`src/hdl/rational_fraction_alu_defines.svh`:
```
// assertion macros for the rational fraction alu
// used by files that assert; expects clk and rst_n in scope
`ifndef RATIONAL_FRACTION_ALU_DEFINES_SVH
`define RATIONAL_FRACTION_ALU_DEFINES_SVH

// same-cycle implication under reset
`define RFA_ASSERT_IMPL(label, ante, cons, msg) \
  label: assert property (@(posedge clk) disable iff (!rst_n) (ante) |-> (cons)) \
    else $error(msg);

// next-cycle implication under reset
`define RFA_ASSERT_NEXT(label, ante, cons, msg) \
  label: assert property (@(posedge clk) disable iff (!rst_n) (ante) |=> (cons)) \
    else $error(msg);

`endif

```
`src/hdl/rfa_pkg.sv`:
```
// package of the rational fraction alu: opcodes, command and status types
// no dependencies
`timescale 1ns / 1ps
`default_nettype none
package rfa_pkg;
  localparam int WIDTH_DEF = 32;
  localparam int DW        = 64;

  localparam logic [2:0] OP_NORM = 3'd0;
  localparam logic [2:0] OP_ADD  = 3'd1;
  localparam logic [2:0] OP_MUL  = 3'd2;
  localparam logic [2:0] OP_DIV  = 3'd3;
  localparam logic [2:0] OP_NEG  = 3'd4;
  localparam logic [2:0] OP_EQ   = 3'd5;

  typedef enum logic [4:0] {
    C_NONE, C_LOAD, C_RED_A, C_RED_B, C_GCD_START, C_GCD_STEP,
    C_DIV_N, C_DIV_D, C_DIV_STEP, C_TAKE_N, C_TAKE_D, C_STORE_A, C_STORE_B,
    C_M_T1, C_M_T2, C_M_NN, C_M_DD, C_M_BNAD, C_ADD_FIX, C_MUL_FIX,
    C_RES_A, C_RES_NEG, C_RES_EQ, C_RES_ERR, C_RES_ZERO, C_RES_R
  } cmd_code_t;

  typedef struct packed {
    cmd_code_t code;
  } rfa_cmd_t;

  typedef struct packed {
    logic       gcd_done;
    logic       div_last;
    logic       a_zero;
    logic       b_zero;
    logic       bn_zero;
    logic [2:0] op;
  } rfa_stat_t;

  typedef enum logic [4:0] {
    S_IDLE, S_CHECK, S_RED_INIT, S_GCD0, S_GCD, S_DIVN0, S_DIVN, S_TAKEN,
    S_DIVD0, S_DIVD, S_TAKED, S_STORE, S_RES, S_M1, S_M2, S_M3, S_FIX, S_OUT
  } state_t;

  typedef enum logic [1:0] {PH_A, PH_B, PH_R} phase_t;
endpackage
`default_nettype wire

```
`src/hdl/rfa_ctrl.sv`:
```
// controller of the rational fraction alu: sequences loads, reductions and opcodes
// depends on rfa_pkg
`timescale 1ns / 1ps
`default_nettype none
module rfa_ctrl (
  input  wire logic               clk,
  input  wire logic               rst_n,
  input  wire logic               in_valid,
  output logic                    in_ready,
  output logic                    out_valid,
  input  wire logic               out_ready,
  input  wire rfa_pkg::rfa_stat_t stat,
  output rfa_pkg::rfa_cmd_t       cmd
);
  import rfa_pkg::*;

  state_t state_r, state_nxt;
  phase_t ph_r, ph_nxt;
  logic   uses_b;

  always_ff @(posedge clk) begin
    if (!rst_n) begin
      state_r <= S_IDLE;
      ph_r    <= PH_A;
    end else begin
      state_r <= state_nxt;
      ph_r    <= ph_nxt;
    end
  end

  always_comb begin
    case (stat.op) inside
      OP_ADD, OP_MUL, OP_DIV, OP_EQ: uses_b = 1'b1;
      default:                      uses_b = 1'b0;
    endcase
  end

  always_comb begin
    state_nxt = state_r;
    ph_nxt    = ph_r;
    cmd.code  = C_NONE;
    in_ready  = 1'b0;
    out_valid = 1'b0;
    unique case (state_r)
      S_IDLE: begin
        in_ready = 1'b1;
        if (in_valid) begin
          cmd.code  = C_LOAD;
          state_nxt = S_CHECK;
        end
      end
      S_CHECK: begin
        ph_nxt = PH_A;
        if (stat.op > OP_EQ) begin
          cmd.code  = C_RES_ZERO;
          state_nxt = S_OUT;
        end else if (stat.a_zero || (uses_b && stat.b_zero)) begin
          cmd.code  = C_RES_ERR;
          state_nxt = S_OUT;
        end else begin
          state_nxt = S_RED_INIT;
        end
      end
      S_RED_INIT: begin
        if (ph_r == PH_A) cmd.code = C_RED_A;
        else if (ph_r == PH_B) cmd.code = C_RED_B;
        state_nxt = S_GCD0;
      end
      S_GCD0: begin cmd.code = C_GCD_START; state_nxt = S_GCD; end
      S_GCD: begin
        cmd.code = C_GCD_STEP;
        if (stat.gcd_done) state_nxt = S_DIVN0;
      end
      S_DIVN0: begin cmd.code = C_DIV_N; state_nxt = S_DIVN; end
      S_DIVN: begin
        cmd.code = C_DIV_STEP;
        if (stat.div_last) state_nxt = S_TAKEN;
      end
      S_TAKEN: begin cmd.code = C_TAKE_N; state_nxt = S_DIVD0; end
      S_DIVD0: begin cmd.code = C_DIV_D; state_nxt = S_DIVD; end
      S_DIVD: begin
        cmd.code = C_DIV_STEP;
        if (stat.div_last) state_nxt = S_TAKED;
      end
      S_TAKED: begin cmd.code = C_TAKE_D; state_nxt = S_STORE; end
      S_STORE: begin
        if (ph_r == PH_A) begin
          cmd.code = C_STORE_A;
          if (uses_b) begin
            ph_nxt    = PH_B;
            state_nxt = S_RED_INIT;
          end else begin
            state_nxt = S_RES;
          end
        end else if (ph_r == PH_B) begin
          cmd.code  = C_STORE_B;
          state_nxt = S_RES;
        end else begin
          cmd.code  = C_RES_R;
          state_nxt = S_OUT;
        end
      end
      S_RES: begin
        case (stat.op)
          OP_NORM: begin cmd.code = C_RES_A; state_nxt = S_OUT; end
          OP_NEG:  begin cmd.code = C_RES_NEG; state_nxt = S_OUT; end
          OP_EQ:   begin cmd.code = C_RES_EQ; state_nxt = S_OUT; end
          OP_DIV: begin
            if (stat.bn_zero) begin
              cmd.code  = C_RES_ERR;
              state_nxt = S_OUT;
            end else begin
              state_nxt = S_M1;
            end
          end
          default: state_nxt = S_M1;
        endcase
      end
      S_M1: begin
        cmd.code  = (stat.op == OP_MUL) ? C_M_NN : C_M_T1;
        state_nxt = S_M2;
      end
      S_M2: begin
        case (stat.op)
          OP_ADD:  cmd.code = C_M_T2;
          OP_MUL:  cmd.code = C_M_DD;
          default: cmd.code = C_M_BNAD;
        endcase
        state_nxt = S_M3;
      end
      S_M3: begin
        if (stat.op == OP_ADD) cmd.code = C_M_DD;
        state_nxt = S_FIX;
      end
      S_FIX: begin
        cmd.code  = (stat.op == OP_ADD) ? C_ADD_FIX : C_MUL_FIX;
        ph_nxt    = PH_R;
        state_nxt = S_RED_INIT;
      end
      S_OUT: begin
        out_valid = 1'b1;
        if (out_ready) state_nxt = S_IDLE;
      end
      default: state_nxt = S_IDLE;
    endcase
  end
endmodule
`default_nettype wire

```
`config.mk`:
```
export PLATFORM = sky130hd
export DESIGN_NAME = rfa_ctrl
export DESIGN_NICKNAME = d
export VERILOG_FILES = /design/src/hdl/rational_fraction_alu_defines.svh /design/src/hdl/rfa_pkg.sv /design/src/hdl/rfa_ctrl.sv
export SDC_FILE = /design/constraint.sdc
export NUM_CORES = 1
export LEC_CHECK = 0
export ABC_AREA = 1
export BUFFER_PORTS_ARGS = -buffer_cell sky130_fd_sc_hd__buf_2
export CELL_PAD_IN_SITES_DETAIL_PLACEMENT = 1
export CELL_PAD_IN_SITES_GLOBAL_PLACEMENT = 1
export CORE_MARGIN = 4
export CORE_UTILIZATION = 39
export CTS_CLUSTER_DIAMETER = 50
export DETAILED_ROUTE_END_ITERATION = 6
export MAX_ROUTING_LAYER = met4
export PLACE_DENSITY = 0.83
export REMOVE_ABC_BUFFERS = 1
export SYNTH_ARGS = -nofsm -noshare
export SYNTH_HDL_FRONTEND = slang
export SYNTH_SLANG_ARGS = --single-unit
```
`constraint.sdc`:
```
create_clock -name clk -period 2.3 [get_ports clk]
set_input_delay 0.23 -clock clk [delete_from_list [all_inputs] [get_ports clk]]
set_output_delay 0.23 -clock clk [all_outputs]
set_load 0.02 [all_outputs]
```
Yosys cells after proc, flatten, opt, wreduce, memory -nomap -nowiden --
Cells that the tools add are included.
Word-level totals: output and inout bits 7, input port bits 12, register bits after elaboration 7
Operators by class: reduce and logical (&&, ||, !) cells 11, magnitude comparators 1, muxes and demuxes 33, equal/unequal tests 30
Operator list (number):
- 5-bit one-hot mux with 18 select lines | 1
- 5-bit 2-to-1 mux | 16
- 5-bit one-hot mux with 16 select lines | 1
- 5-bit by 4-bit == test with 1-bit output, second input constant | 8
- 5-bit by 3-bit == test with 1-bit output, second input constant | 4
- 5-bit one-hot mux with 2 select lines | 2
- 5-bit one-hot mux with 4 select lines | 1
- 2-bit inequality test, second input constant | 7
- 5-bit by 2-bit == test with 1-bit output, second input constant | 2
- 5-bit == test, second input constant | 2
- 2-bit 2-to-1 mux | 5
- 3-bit by 2-bit == test with 1-bit output, second input constant | 2
- 3-bit == test, second input constant | 2
- 2-bit one-hot mux with 3 select lines | 1
- 5-bit by 1-bit == test with 1-bit output, second input constant | 1
- 5-bit zero test | 1
- 1-bit 2-to-1 mux | 5
- 5-bit AND reduction | 1
- 4-bit 2-to-1 mux | 1
- 4-bit OR reduction | 1
- 3-bit by 1-bit == test with 1-bit output, second input constant | 1
- 3-bit greater-than comparator, second input constant | 1
- 3-bit zero test | 1
- 3-bit AND reduction | 1
- other kinds (7) | 7

Logic depth before layout (Yosys ltp) --
Gate-level depths: netlist of the first run.
depth in word-level cells 8, gate-level depth with buffers 10, mapped depth without buffers 10

Worst setup path after synthesis of the first run --
No wires, ideal clock.
path type register to output, start point reg state_r[0], end point out out_valid, slack 0.671 ns, arrival time 1.399 ns, path buffers 0, cell stages (with the launch flop) 5, cells stage by stage dfxtp_1 > inv_2 > nor2_4 > inv_2 > nor4_1
Between the ends: longest elaborated chain between the ends 2
RTL lines:
- start: declaration | line rfa_ctrl.sv:17 | state_t state_r, state_nxt;
- start signal: assignment | line rfa_ctrl.sv:26 | state_r <= state_nxt;
- 5-bit == test | line rfa_ctrl.sv:44 | unique case (state_r)
- 1-bit 2-to-1 mux | line rfa_ctrl.sv:44
- end: declaration | line rfa_ctrl.sv:10 | output logic out_valid,
No other way between the ends.

==> impl_metrics.py, run 1 <==
metrics = {
    "status": {
        "status": "complete, no violations",
    },
    "cells_and_area": {
        "stdcell_count": 221,
        "final_util_pct": 48.5,
        "final_cell_mix": "nand2_1, inv_1, nor2_1",
        "fin_nets": 206,
        "drive_gt1_share_pct": 24.4,
        "fillers": 356,
        "area_delta_synth_final_pct": 14.2,
        "insertedDiodeCount": 0,
        "final_cell_area_um2": 1110,
        "regArea_um2": 140,
        "final_common_cell": "nand2_1",
        "multi_input_area_um2": 699,
    },
    "timing": {
        "slew_violations": 0,
        "tightest_slew_ns": 0.361,
        "setup-violations-final": 0,
        "relSlewSlack_pct": 75.7,
        "period_minus_slack_ns": 2.08,
        "rsz0062_at_grt": "no",
        "finalClockSkew_ns": 0.00888,
        "fmax_mhz": 480,
        "finalCritPeriodShare_pct": 90.6,
        "hold_viol_final": 0,
        "setup_tns_ns": 0,
    },
    "detailed_routing": {
        "routed_via_density": 5.48,
        "routedWlPerCell_um": 15.2,
        "routed_wl_um": 3360,
        "vias": 1211,
        "firstDrtPassIters": 4,
        "drc": 0,
        "drt_iter0_markers": 54,
        "ant_nets": 0,
    },
    "logic_synthesis": {
        "synth_cells": 173,
        "synth_area_leaders": "nand2_1, dfxtp_1, inv_1, nor2_1, nand3_1",
        "yosys.area.top_type": "nand2_1",
        "ys_seq_elements": 7,
        "seq_area_frac_synth_pct": 14.4,
        "synth_cell_type_count": 27,
        "syn_avg_cell_area_um2": 5.64,
        "synth_top_area_share_pct": 17.3,
        "synthesis.area_um2": 976,
        "ys_warn_count": 0,
    },
    "setup_path": {
        "end_kind": "output port",
        "cp_max_fo": 6,
        "worstSetupPathType": "reg2out",
        "crit_arrival_ns": 1.85,
        "worstPathRequired_ns": 2.07,
        "reg2reg_to": "ph_r[1]$_SDFFE_PN0P_",
        "regToRegSetupSlack_ns": 0.81,
        "reg2reg_from": "state_r[0]$_SDFFE_PN0P_",
        "startpoint_type": "flip-flop",
        "r2r.worst_path.cells": 9,
    },
    "pwr": {
        "cellPowerDensity_nw_per_um2": 530,
        "switching_share_pct": 49.8,
        "p_switching_uw": 294,
        "power_leakage_nw": 0.637,
        "combPwrFrac_pct": 52.8,
        "cell_internal_pwr_uw": 296,
        "clkPwrFrac_pct": 21.5,
        "finalPower_uw": 590,
        "power_frac_seq_pct": 25.6,
        "peakVddDrop_mv": 0.326,
    },
    "clock_tree": {
        "post_cts_resized": 0,
        "tritoncts": "yes",
        "root_buffer": "clkbuf_4",
        "h-tree-depth": 1,
        "cts_num_sinks": 7,
        "cts_inserted_buffers": 3,
        "clkTransAtPathRegs_ns": 0.07,
        "cts_setup_buffers": 0,
        "clock_path_buffers": 2,
        "clock_latency_ns": 0.27,
        "ctsHoldBuffers": 0,
    },
    "hold_path": {
        "min_to": "state_r[2]$_SDFFE_PN0P_",
        "hold_start": "rst_n",
        "hold_depth": 3,
        "hold_class": "in2reg",
    },
    "grt": {
        "grt_start_max_net_pins": 15,
        "grt_util_met2_pct": 35.2,
        "met3_usage_pct": 3.12,
        "gr-usage-all-layers_pct": 22.3,
        "top_usage_layer": "met2",
        "grt-ovfl-total": 0,
        "grt_pass1_vias": 1203,
        "use_met1_pct": 28.7,
        "antenna_found_initial": 0,
        "grt_pass1_wl_um": 5660,
    },
    "die": {
        "dieArea_um2": 3370,
        "core_area_um2": 2300,
        "initial_core_util_pct": 42.5,
        "pin_count": 19,
        "rows": 17,
        "die_w_um": 58.0,
        "die_y_um": 58.0,
    },
    "placement": {
        "globalplace.congestion": 0.854,
        "dp_hpwl_um": 2820,
        "placed_cell_area_um2": 1090,
        "dp_cells": 217,
        "port_buffers": 18,
    },
    "flow_run": {
        "drv_cap": 0,
    },
}
cell type report:
class,count,share of cell area (%)
Clock buffer,4,2.36
Timing Repair Buffer,18,8.08
Sequential cell,7,12.6
Multi-Input combinational cell,131,62.7
Inverter,33,11.1
Tap cell,28,3.14
synthesized netlist by cell type:
master and count:
nand2_2 3, nor2_1 23, inv_2 8, nor3_1 3
nor2_8 2, nand4_1 8, and3_1 1, buf_2 1
nor4_1 1, nand3_2 6, nand3_1 17, inv_1 25
nand2_4 1, o211ai_1 2, o21ai_1 4, a21oi_2 2
nand2_1 45, a211oi_1 1, o2111ai_1 1, o21ai_0 2
o2111a_1 1, a21oi_1 3, nor2_4 3, buf_4 1
dfxtp_1 7, nor2_2 1, a31oi_1 1
per-stage QoR:
stage / hold slack [ns] / setup slack [ns]
2_1_floorplan: 0.328 / 0.671
3_3_place_gp: 0.448 / 0.555
3_5_place_dp: 0.450 / 0.511
4_1_cts: 0.175 / 0.211
5_1_grt: 0.197 / 0.111
6_report: 0.176 / 0.217
sequential cells by signal (all words and copies together), names as in the netlist:
| name | cells |
|---|---|
| state_r | 5 |
| ph_r | 2 |
power groups by stage:
stage               combinational, mW  clock (mW)  sequential (mW)
floorplan                       0.219           0            0.151
global placement                0.305           0            0.153
detailed placement              0.312           0            0.154
CTS                             0.313       0.129            0.152
global route                    0.343       0.139            0.154
finish                          0.312       0.127            0.151
kinds of logic after synthesis:
kind of cell | share of synthesized area, %
compound gates | 11.4
simple gates | 60.3
buf+inv | 14.0
flops | 14.4
metal layers:
layer  vias up  routed length (um)
met3         9                 130
met2        32                1600
met4         0                  89
met5         -                   0
li1        606                   -
met1       564                1530
how the worst max path moves through the flow:
stage                             from         to  slack [ns]  cells past startpoint
2_1_floorplan  state_r[0]$_SDFFE_PN0P_  out_valid        0.67                      4
3_3_place_gp   state_r[0]$_SDFFE_PN0P_     cmd[0]        0.56                      9
3_5_place_dp   state_r[0]$_SDFFE_PN0P_     cmd[0]        0.51                      9
4_1_cts        state_r[0]$_SDFFE_PN0P_     cmd[0]        0.21                      9
5_1_grt        state_r[0]$_SDFFE_PN0P_     cmd[0]        0.11                      9
6_report       state_r[0]$_SDFFE_PN0P_     cmd[0]        0.22                      9
critical path, cell delays in order (launching register included):
cell,delay (ns)
dfxtp_1,0.49
inv_2,0.11
nor2_4,0.19
inv_2,0.11
nor2_8,0.11
nand3_2,0.12
o21ai_1,0.14
nor2_1,0.06
nand3_1,0.08
buf_2,0.16
No activity file was read; power rests on OpenSTA's default activity.
==> run 2, diff against run 1 <==
Settings changed: ABC_AREA 1 to not set, CORE_UTILIZATION 39 to 41.
==> run 2 against run 1 <==
Effect of this change: synthesized cell count decreased by 11%; global-route usage increased by 2.8 points; first-iteration DRC count increased by 17%; fmax decreased by 4.3%; synthesized area increased by 4.9%; clock power decreased by 7%; sequential power increased by 46%; die area decreased by 0.22%; clock-buffer cell count unchanged; sequential share of layout area decreased by 0.41 points; critical path depth decreased by 4; clock skew increased by 0.0031 ns; largest cell class unchanged.
==> impl_metrics.py, run 2 <==
metrics = {
    "status": {
        "status": "complete, no violations",
    },
    "timing": {
        "setup_tns_ns": 0,
        "hold_viol_final": 0,
        "slew_violations": 0,
        "fmax_mhz": 459,
        "finalClockSkew_ns": 0.0120,
        "rsz0062_at_grt": "no",
        "period_minus_slack_ns": 2.18,
        "finalCritPeriodShare_pct": 94.6,
        "relSlewSlack_pct": 62.8,
        "fin_ws_ns": 0.123,
        "setup-violations-final": 0,
        "whs_ns": 0.300,
        "tightest_slew_ns": 0.557,
    },
    "detailed_routing": {
        "routed_wl_um": 3920,
        "drt_iter0_markers": 63,
        "firstDrtPassIters": 4,
        "routedWlPerCell_um": 19.6,
        "vias": 1320,
        "ant_nets": 0,
        "routed_via_density": 6.60,
        "drc": 0,
    },
    "cells_and_area": {
        "insertedDiodeCount": 0,
        "drive_gt1_share_pct": 23.3,
        "regMostFlops": "state_r",
        "multi_input_area_um2": 811,
        "final_util_pct": 52.0,
        "regArea_um2": 145,
        "stdcell_count": 200,
        "area_delta_synth_final_pct": 16.6,
        "largest_reg_flops": 5,
        "biggestRegsByFlops": "state_r x5, ph_r x2",
        "final_common_cell": "buf_2",
        "final_cell_mix": "buf_2, nor2_1, nand2_1",
        "fin_nets": 185,
        "fillers": 317,
        "final_cell_area_um2": 1190,
    },
    "placement": {
        "dp_cells": 196,
        "pre_cts_slack_ns": 0.289,
        "dp_hpwl_um": 2990,
        "placed_cell_area_um2": 1160,
        "port_buffers": 18,
        "globalplace.congestion": 0.887,
    },
    "flow_run": {
        "drv_cap": 0,
    },
    "pwr": {
        "power_leakage_nw": 0.435,
        "finalPower_uw": 949,
        "cellPowerDensity_nw_per_um2": 795,
        "peakVddDrop_mv": 0.543,
    },
    "logic_synthesis": {
        "yosysMostFrequentCell": "nor2_1",
        "ys_warn_count": 0,
        "synth-edff-count": 0,
        "yosys.area.top_type": "dfxtp_1",
        "synthesis.area_um2": 1020,
        "seq_area_frac_synth_pct": 13.7,
        "dominantRegCellSynth": "dfxtp_1",
        "synth_cell_type_count": 50,
        "async_reset_ff_share_pct": 0,
        "syn_avg_cell_area_um2": 6.65,
        "synth_commonest_cells": "nor2_1, nand2_1, o21ai_0, a21oi_1",
        "synth_top_area_share_pct": 13.7,
        "synth_area_leaders": "dfxtp_1, nor2_1, o21ai_0, a31oi_1, nand2_1",
        "ys_seq_elements": 7,
        "synth_cells": 154,
    },
    "clock_tree": {
        "root_buffer": "clkbuf_4",
        "clkTransAtPathRegs_ns": 0.06,
        "clock_latency_ns": 0.26,
        "cts_num_sinks": 7,
        "cts_inserted_buffers": 3,
        "h-tree-depth": 1,
        "clock_path_buffers": 2,
        "tritoncts": "yes",
    },
    "setup_path": {
        "crit_arrival_ns": 1.95,
        "cpLargestDelayFamily": "simple AND/OR/NAND/NOR gates",
        "worstPathRequired_ns": 2.07,
        "worstSetupPathType": "reg2out",
        "end_kind": "output port",
        "cp-startpoint": "state_r[4]$_SDFFE_PN0P_",
        "cp.buffers_inverters": 1,
        "startpoint_type": "flip-flop",
        "crit_path_cell_trace": "or3b_1 -> or3_1 -> o31a_1 -> o2111ai_1 -> buf_2",
        "slowest_delay_ns": 0.48,
        "reg2reg_from": "state_r[4]$_SDFFE_PN0P_",
        "r2r.worst_path.cells": 4,
        "cp_slowest_cell": "or3b_1",
        "crit_cells": 5,
        "cp_max_fo": 14,
    },
    "die": {
        "core_area_um2": 2300,
        "dieArea_um2": 3360,
        "pin_count": 19,
        "initial_core_util_pct": 44.6,
        "die_y_um": 58.0,
        "die_w_um": 58.0,
        "rows": 17,
    },
    "grt": {
        "gr-usage-all-layers_pct": 25.1,
        "grt_pass1_wl_um": 6490,
        "grt-ovfl-total": 0,
        "grt_pass1_vias": 1318,
        "grt_start_max_net_pins": 19,
        "antenna_found_initial": 0,
    },
    "hold_path": {
        "hold_start": "rst_n",
        "hold_class": "in2reg",
        "hold_depth": 3,
    },
}
run 2: changes by cell type after synthesis, sizes merged, moves of 6 or more:
| cell | previous run | this run |
|---|---|---|
| a31oi | 1 | 7 |
| inv | 33 | 7 |
| nor2 | 29 | 15 |
| nand2b | 0 | 6 |
| nand4 | 8 | 1 |
| or3 | 0 | 6 |
| nand3 | 23 | 5 |
| clkbuf | 0 | 6 |
| nand2 | 49 | 11 |
run 2: path summary, 6_finish.rpt:
path,endpoint,slack [ns]
worst min-delay path,state_r[1]$_SDFFE_PN0P_,0.30
worst max register to register,state_r[0]$_SDFFE_PN0P_,0.45
worst min register to register,ph_r[0]$_SDFFE_PN0P_,0.54
worst max-delay path,cmd[0],0.12
run 2: worst reg2reg max path: stages, from the launching register on:
cell,delay [ns]
dfxtp_2,0.48
or3b_1,0.43
or3_4,0.42
a311o_1,0.33
o311ai_1,0.08
run 2: cell type report:
type / count / share of cell area (%)
Timing Repair Buffer: 26 / 12.6
Inverter: 7 / 2.20
Clock buffer: 4 / 2.20
Tap cell: 28 / 2.94
Sequential cell: 7 / 12.2
Multi-Input combinational cell: 128 / 67.9
run 2: logic make-up (layout without fill, tap and decap cells):
logic type             Yosys count  after routing  synth area share, %
flip-flops                       7              7                 13.7
multiplexers                     1              1                 1.10
AO/OA/AOI/OAI                   51             51                 33.9
XOR/XNOR                         6              6                 5.14
buffers and inverters           19             37                 7.70
AND/OR/NAND/NOR                 70             70                 38.5
run 2: report_power, final:
group	internal (mW)	leakage, nW	switching, mW
registers	0.146	0.0586	0.0745
logic	0.236	0.362	0.375
clock network	0.0666	0.0150	0.0517
total	0.448	0.435	0.501
run 2: layer usage:
| metal | track usage [%] | share of wire [%] | vias to the layer above |
|---|---|---|---|
| li1 | - | - | 618 |
| met1 | 33.3 | 44 | 651 |
| met2 | 41.0 | 51 | 45 |
| met3 | 3.34 | 4.3 | 6 |
| met4 | 4.64 | 1.1 | 0 |
| met5 | - | 0 | - |
run 2: timing repair:
action,4_1_cts,5_1_grt
hold endpoints to repair,0,0
setup buffers,0,0
setup endpoints to repair,0,5
hold buffers,0,0
gates resized for setup,0,5
==> run 3, diff against run 2 <==
Settings changed: CORE_UTILIZATION 41 to 30, CTS_BUF_LIST set to sky130_fd_sc_hd__clkbuf_2, PLACE_DENSITY 0.83 to 0.64.
==> run 3 against run 2 <==
Effect of this change: core utilization is 14 points lower; flip-flop and latch count stayed put; clock-buffer cell count stayed put; clock skew is 0.0065 ns lower; highest routed layer unchanged.
==> impl_metrics.py, run 3 (synthesized netlist as in run 2, its figures left out) <==
metrics = {
    "detailed_routing": {
        "drc": 0,
        "drt_iter0_markers": 57,
        "firstDrtPassIters": 4,
        "routedWlPerCell_um": 17.7,
        "routed_wl_um": 3810,
        "routed_via_density": 5.99,
        "ant_nets": 0,
        "vias": 1287,
    },
    "die": {
        "core_area_um2": 3150,
        "dieArea_um2": 4410,
        "pin_count": 19,
        "die_w_um": 66.4,
        "die_y_um": 66.4,
        "initial_core_util_pct": 32.5,
        "rows": 20,
    },
    "setup_path": {
        "crit_path_cell_trace": "or3b_4 -> or3_1 -> o31a_1 -> o2111ai_1 -> buf_2",
        "slowest_delay_ns": 0.46,
        "cp-startpoint": "state_r[4]$_SDFFE_PN0P_",
        "crit_arrival_ns": 1.93,
        "worstSetupPathType": "reg2out",
        "end_kind": "output port",
        "reg2reg_from": "state_r[3]$_SDFFE_PN0P_",
        "worstPathRequired_ns": 2.07,
        "startpoint_type": "flip-flop",
        "cp_max_fo": 17,
        "cpLargestDelayFamily": "simple AND/OR/NAND/NOR gates",
        "cp.buffers_inverters": 1,
        "cp_slowest_cell": "or3b_4",
    },
    "status": {
        "status": "complete, no violations",
    },
    "pwr": {
        "p_switching_uw": 485,
        "combPwrFrac_pct": 63.7,
        "switching_share_pct": 53.4,
        "peakVddDrop_mv": 0.371,
        "cell_internal_pwr_uw": 424,
        "power_leakage_nw": 0.435,
        "cellPowerDensity_nw_per_um2": 756,
        "power_frac_seq_pct": 25.0,
        "clkPwrFrac_pct": 11.4,
    },
    "clock_tree": {
        "cts_inserted_buffers": 3,
        "post_cts_resized": 2,
        "clock_latency_ns": 0.26,
        "ctsHoldBuffers": 0,
        "cts_setup_buffers": 0,
        "clock_path_buffers": 2,
        "clkTransAtPathRegs_ns": 0.09,
        "h-tree-depth": 1,
        "tritoncts": "yes",
        "root_buffer": "clkbuf_2",
        "cts_num_sinks": 7,
    },
    "placement": {
        "port_buffers": 18,
        "dp_cells": 211,
        "placed_cell_area_um2": 1170,
        "dp_hpwl_um": 2970,
        "globalplace.congestion": 0.894,
    },
    "grt": {
        "antenna_found_initial": 0,
        "grt_pass1_vias": 1353,
        "grt-ovfl-total": 0,
        "grt_pass1_wl_um": 6530,
        "grt_start_max_net_pins": 18,
        "gr-usage-all-layers_pct": 19.6,
    },
    "timing": {
        "setup-violations-final": 0,
        "tightest_slew_ns": 0.590,
        "relSlewSlack_pct": 60.6,
        "finalClockSkew_ns": 0.00544,
        "period_minus_slack_ns": 2.16,
        "rsz0062_at_grt": "no",
        "finalCritPeriodShare_pct": 93.9,
        "setup_tns_ns": 0,
        "whs_ns": 0.341,
        "fmax_mhz": 463,
        "hold_viol_final": 0,
        "slew_violations": 0,
    },
    "cells_and_area": {
        "final_cell_mix": "buf_2, nor2_1, nand2_1",
        "largest_reg_flops": 5,
        "insertedDiodeCount": 0,
        "drive_gt1_share_pct": 24.6,
        "biggestRegsByFlops": "state_r x5, ph_r x2",
        "area_delta_synth_final_pct": 17.6,
        "final_common_cell": "buf_2",
        "regMostFlops": "state_r",
        "fin_nets": 184,
        "final_cell_area_um2": 1200,
        "stdcell_count": 215,
    },
    "hold_path": {
        "hold_start": "rst_n",
        "hold_class": "in2reg",
    },
    "flow_run": {
        "drv_cap": 0,
    },
}
run 3: final cells by class:
cell class              instances  area, um^2
clock buffers                   4        20.0
flip-flops and latches          7         146
multi-input cells             128         813
inverters                       7        26.3
well taps                      44        55.1
fillers                       449        1950
repair buffers                 25         143
run 3: path summary, 6_finish.rpt:
check / endpoint / slack [ns] / cells after the start
min: state_r[1]$_SDFFE_PN0P_ / 0.34 / 3
min reg2reg: ph_r[0]$_SDFFE_PN0P_ / 0.55 / 2
max: cmd[0] / 0.14 / 5
max reg2reg: state_r[0]$_SDFFE_PN0P_ / 0.42 / 5
run 3: routing by layer:
| layer | wire length (um) | track usage, % | up-vias |
|---|---|---|---|
| li1 | - | - | 613 |
| met1 | 1840 | 24.9 | 645 |
| met2 | 1850 | 32.3 | 27 |
| met3 | 107 | 3.57 | 2 |
| met4 | 19 | 4.31 | 0 |
| met5 | 0 | - | - |
run 3: worst reg2reg max path: cells and delay by family, from the launching register on:
| family | cells | cell delay (ns) |
|---|---|---|
| AO/OA/AOI/OAI | 2 | 0.44 |
| buffers and inverters | 1 | 0.19 |
| flip-flops | 1 | 0.38 |
| AND/OR/NAND/NOR | 2 | 0.79 |
run 3: stage by stage:
step	setup slack, ns	power (mW)	utilization (%)
3_5_place_dp	0.278	0.798	37.1
2_1_floorplan	0.314	0.585	-
5_1_grt	0.0510	0.990	38.2
6_report	0.140	0.909	38.2
4_1_cts	0.0216	0.904	37.9
3_3_place_gp	0.347	0.783	37.1
run 3: power by group through the flow:
stage / Clock [mW] / Combinational, mW / Sequential [mW]
floorplan: 0 / 0.372 / 0.213
global placement: 0 / 0.566 / 0.217
detailed placement: 0 / 0.577 / 0.221
CTS: 0.104 / 0.580 / 0.220
global route: 0.112 / 0.643 / 0.234
finish: 0.103 / 0.579 / 0.227
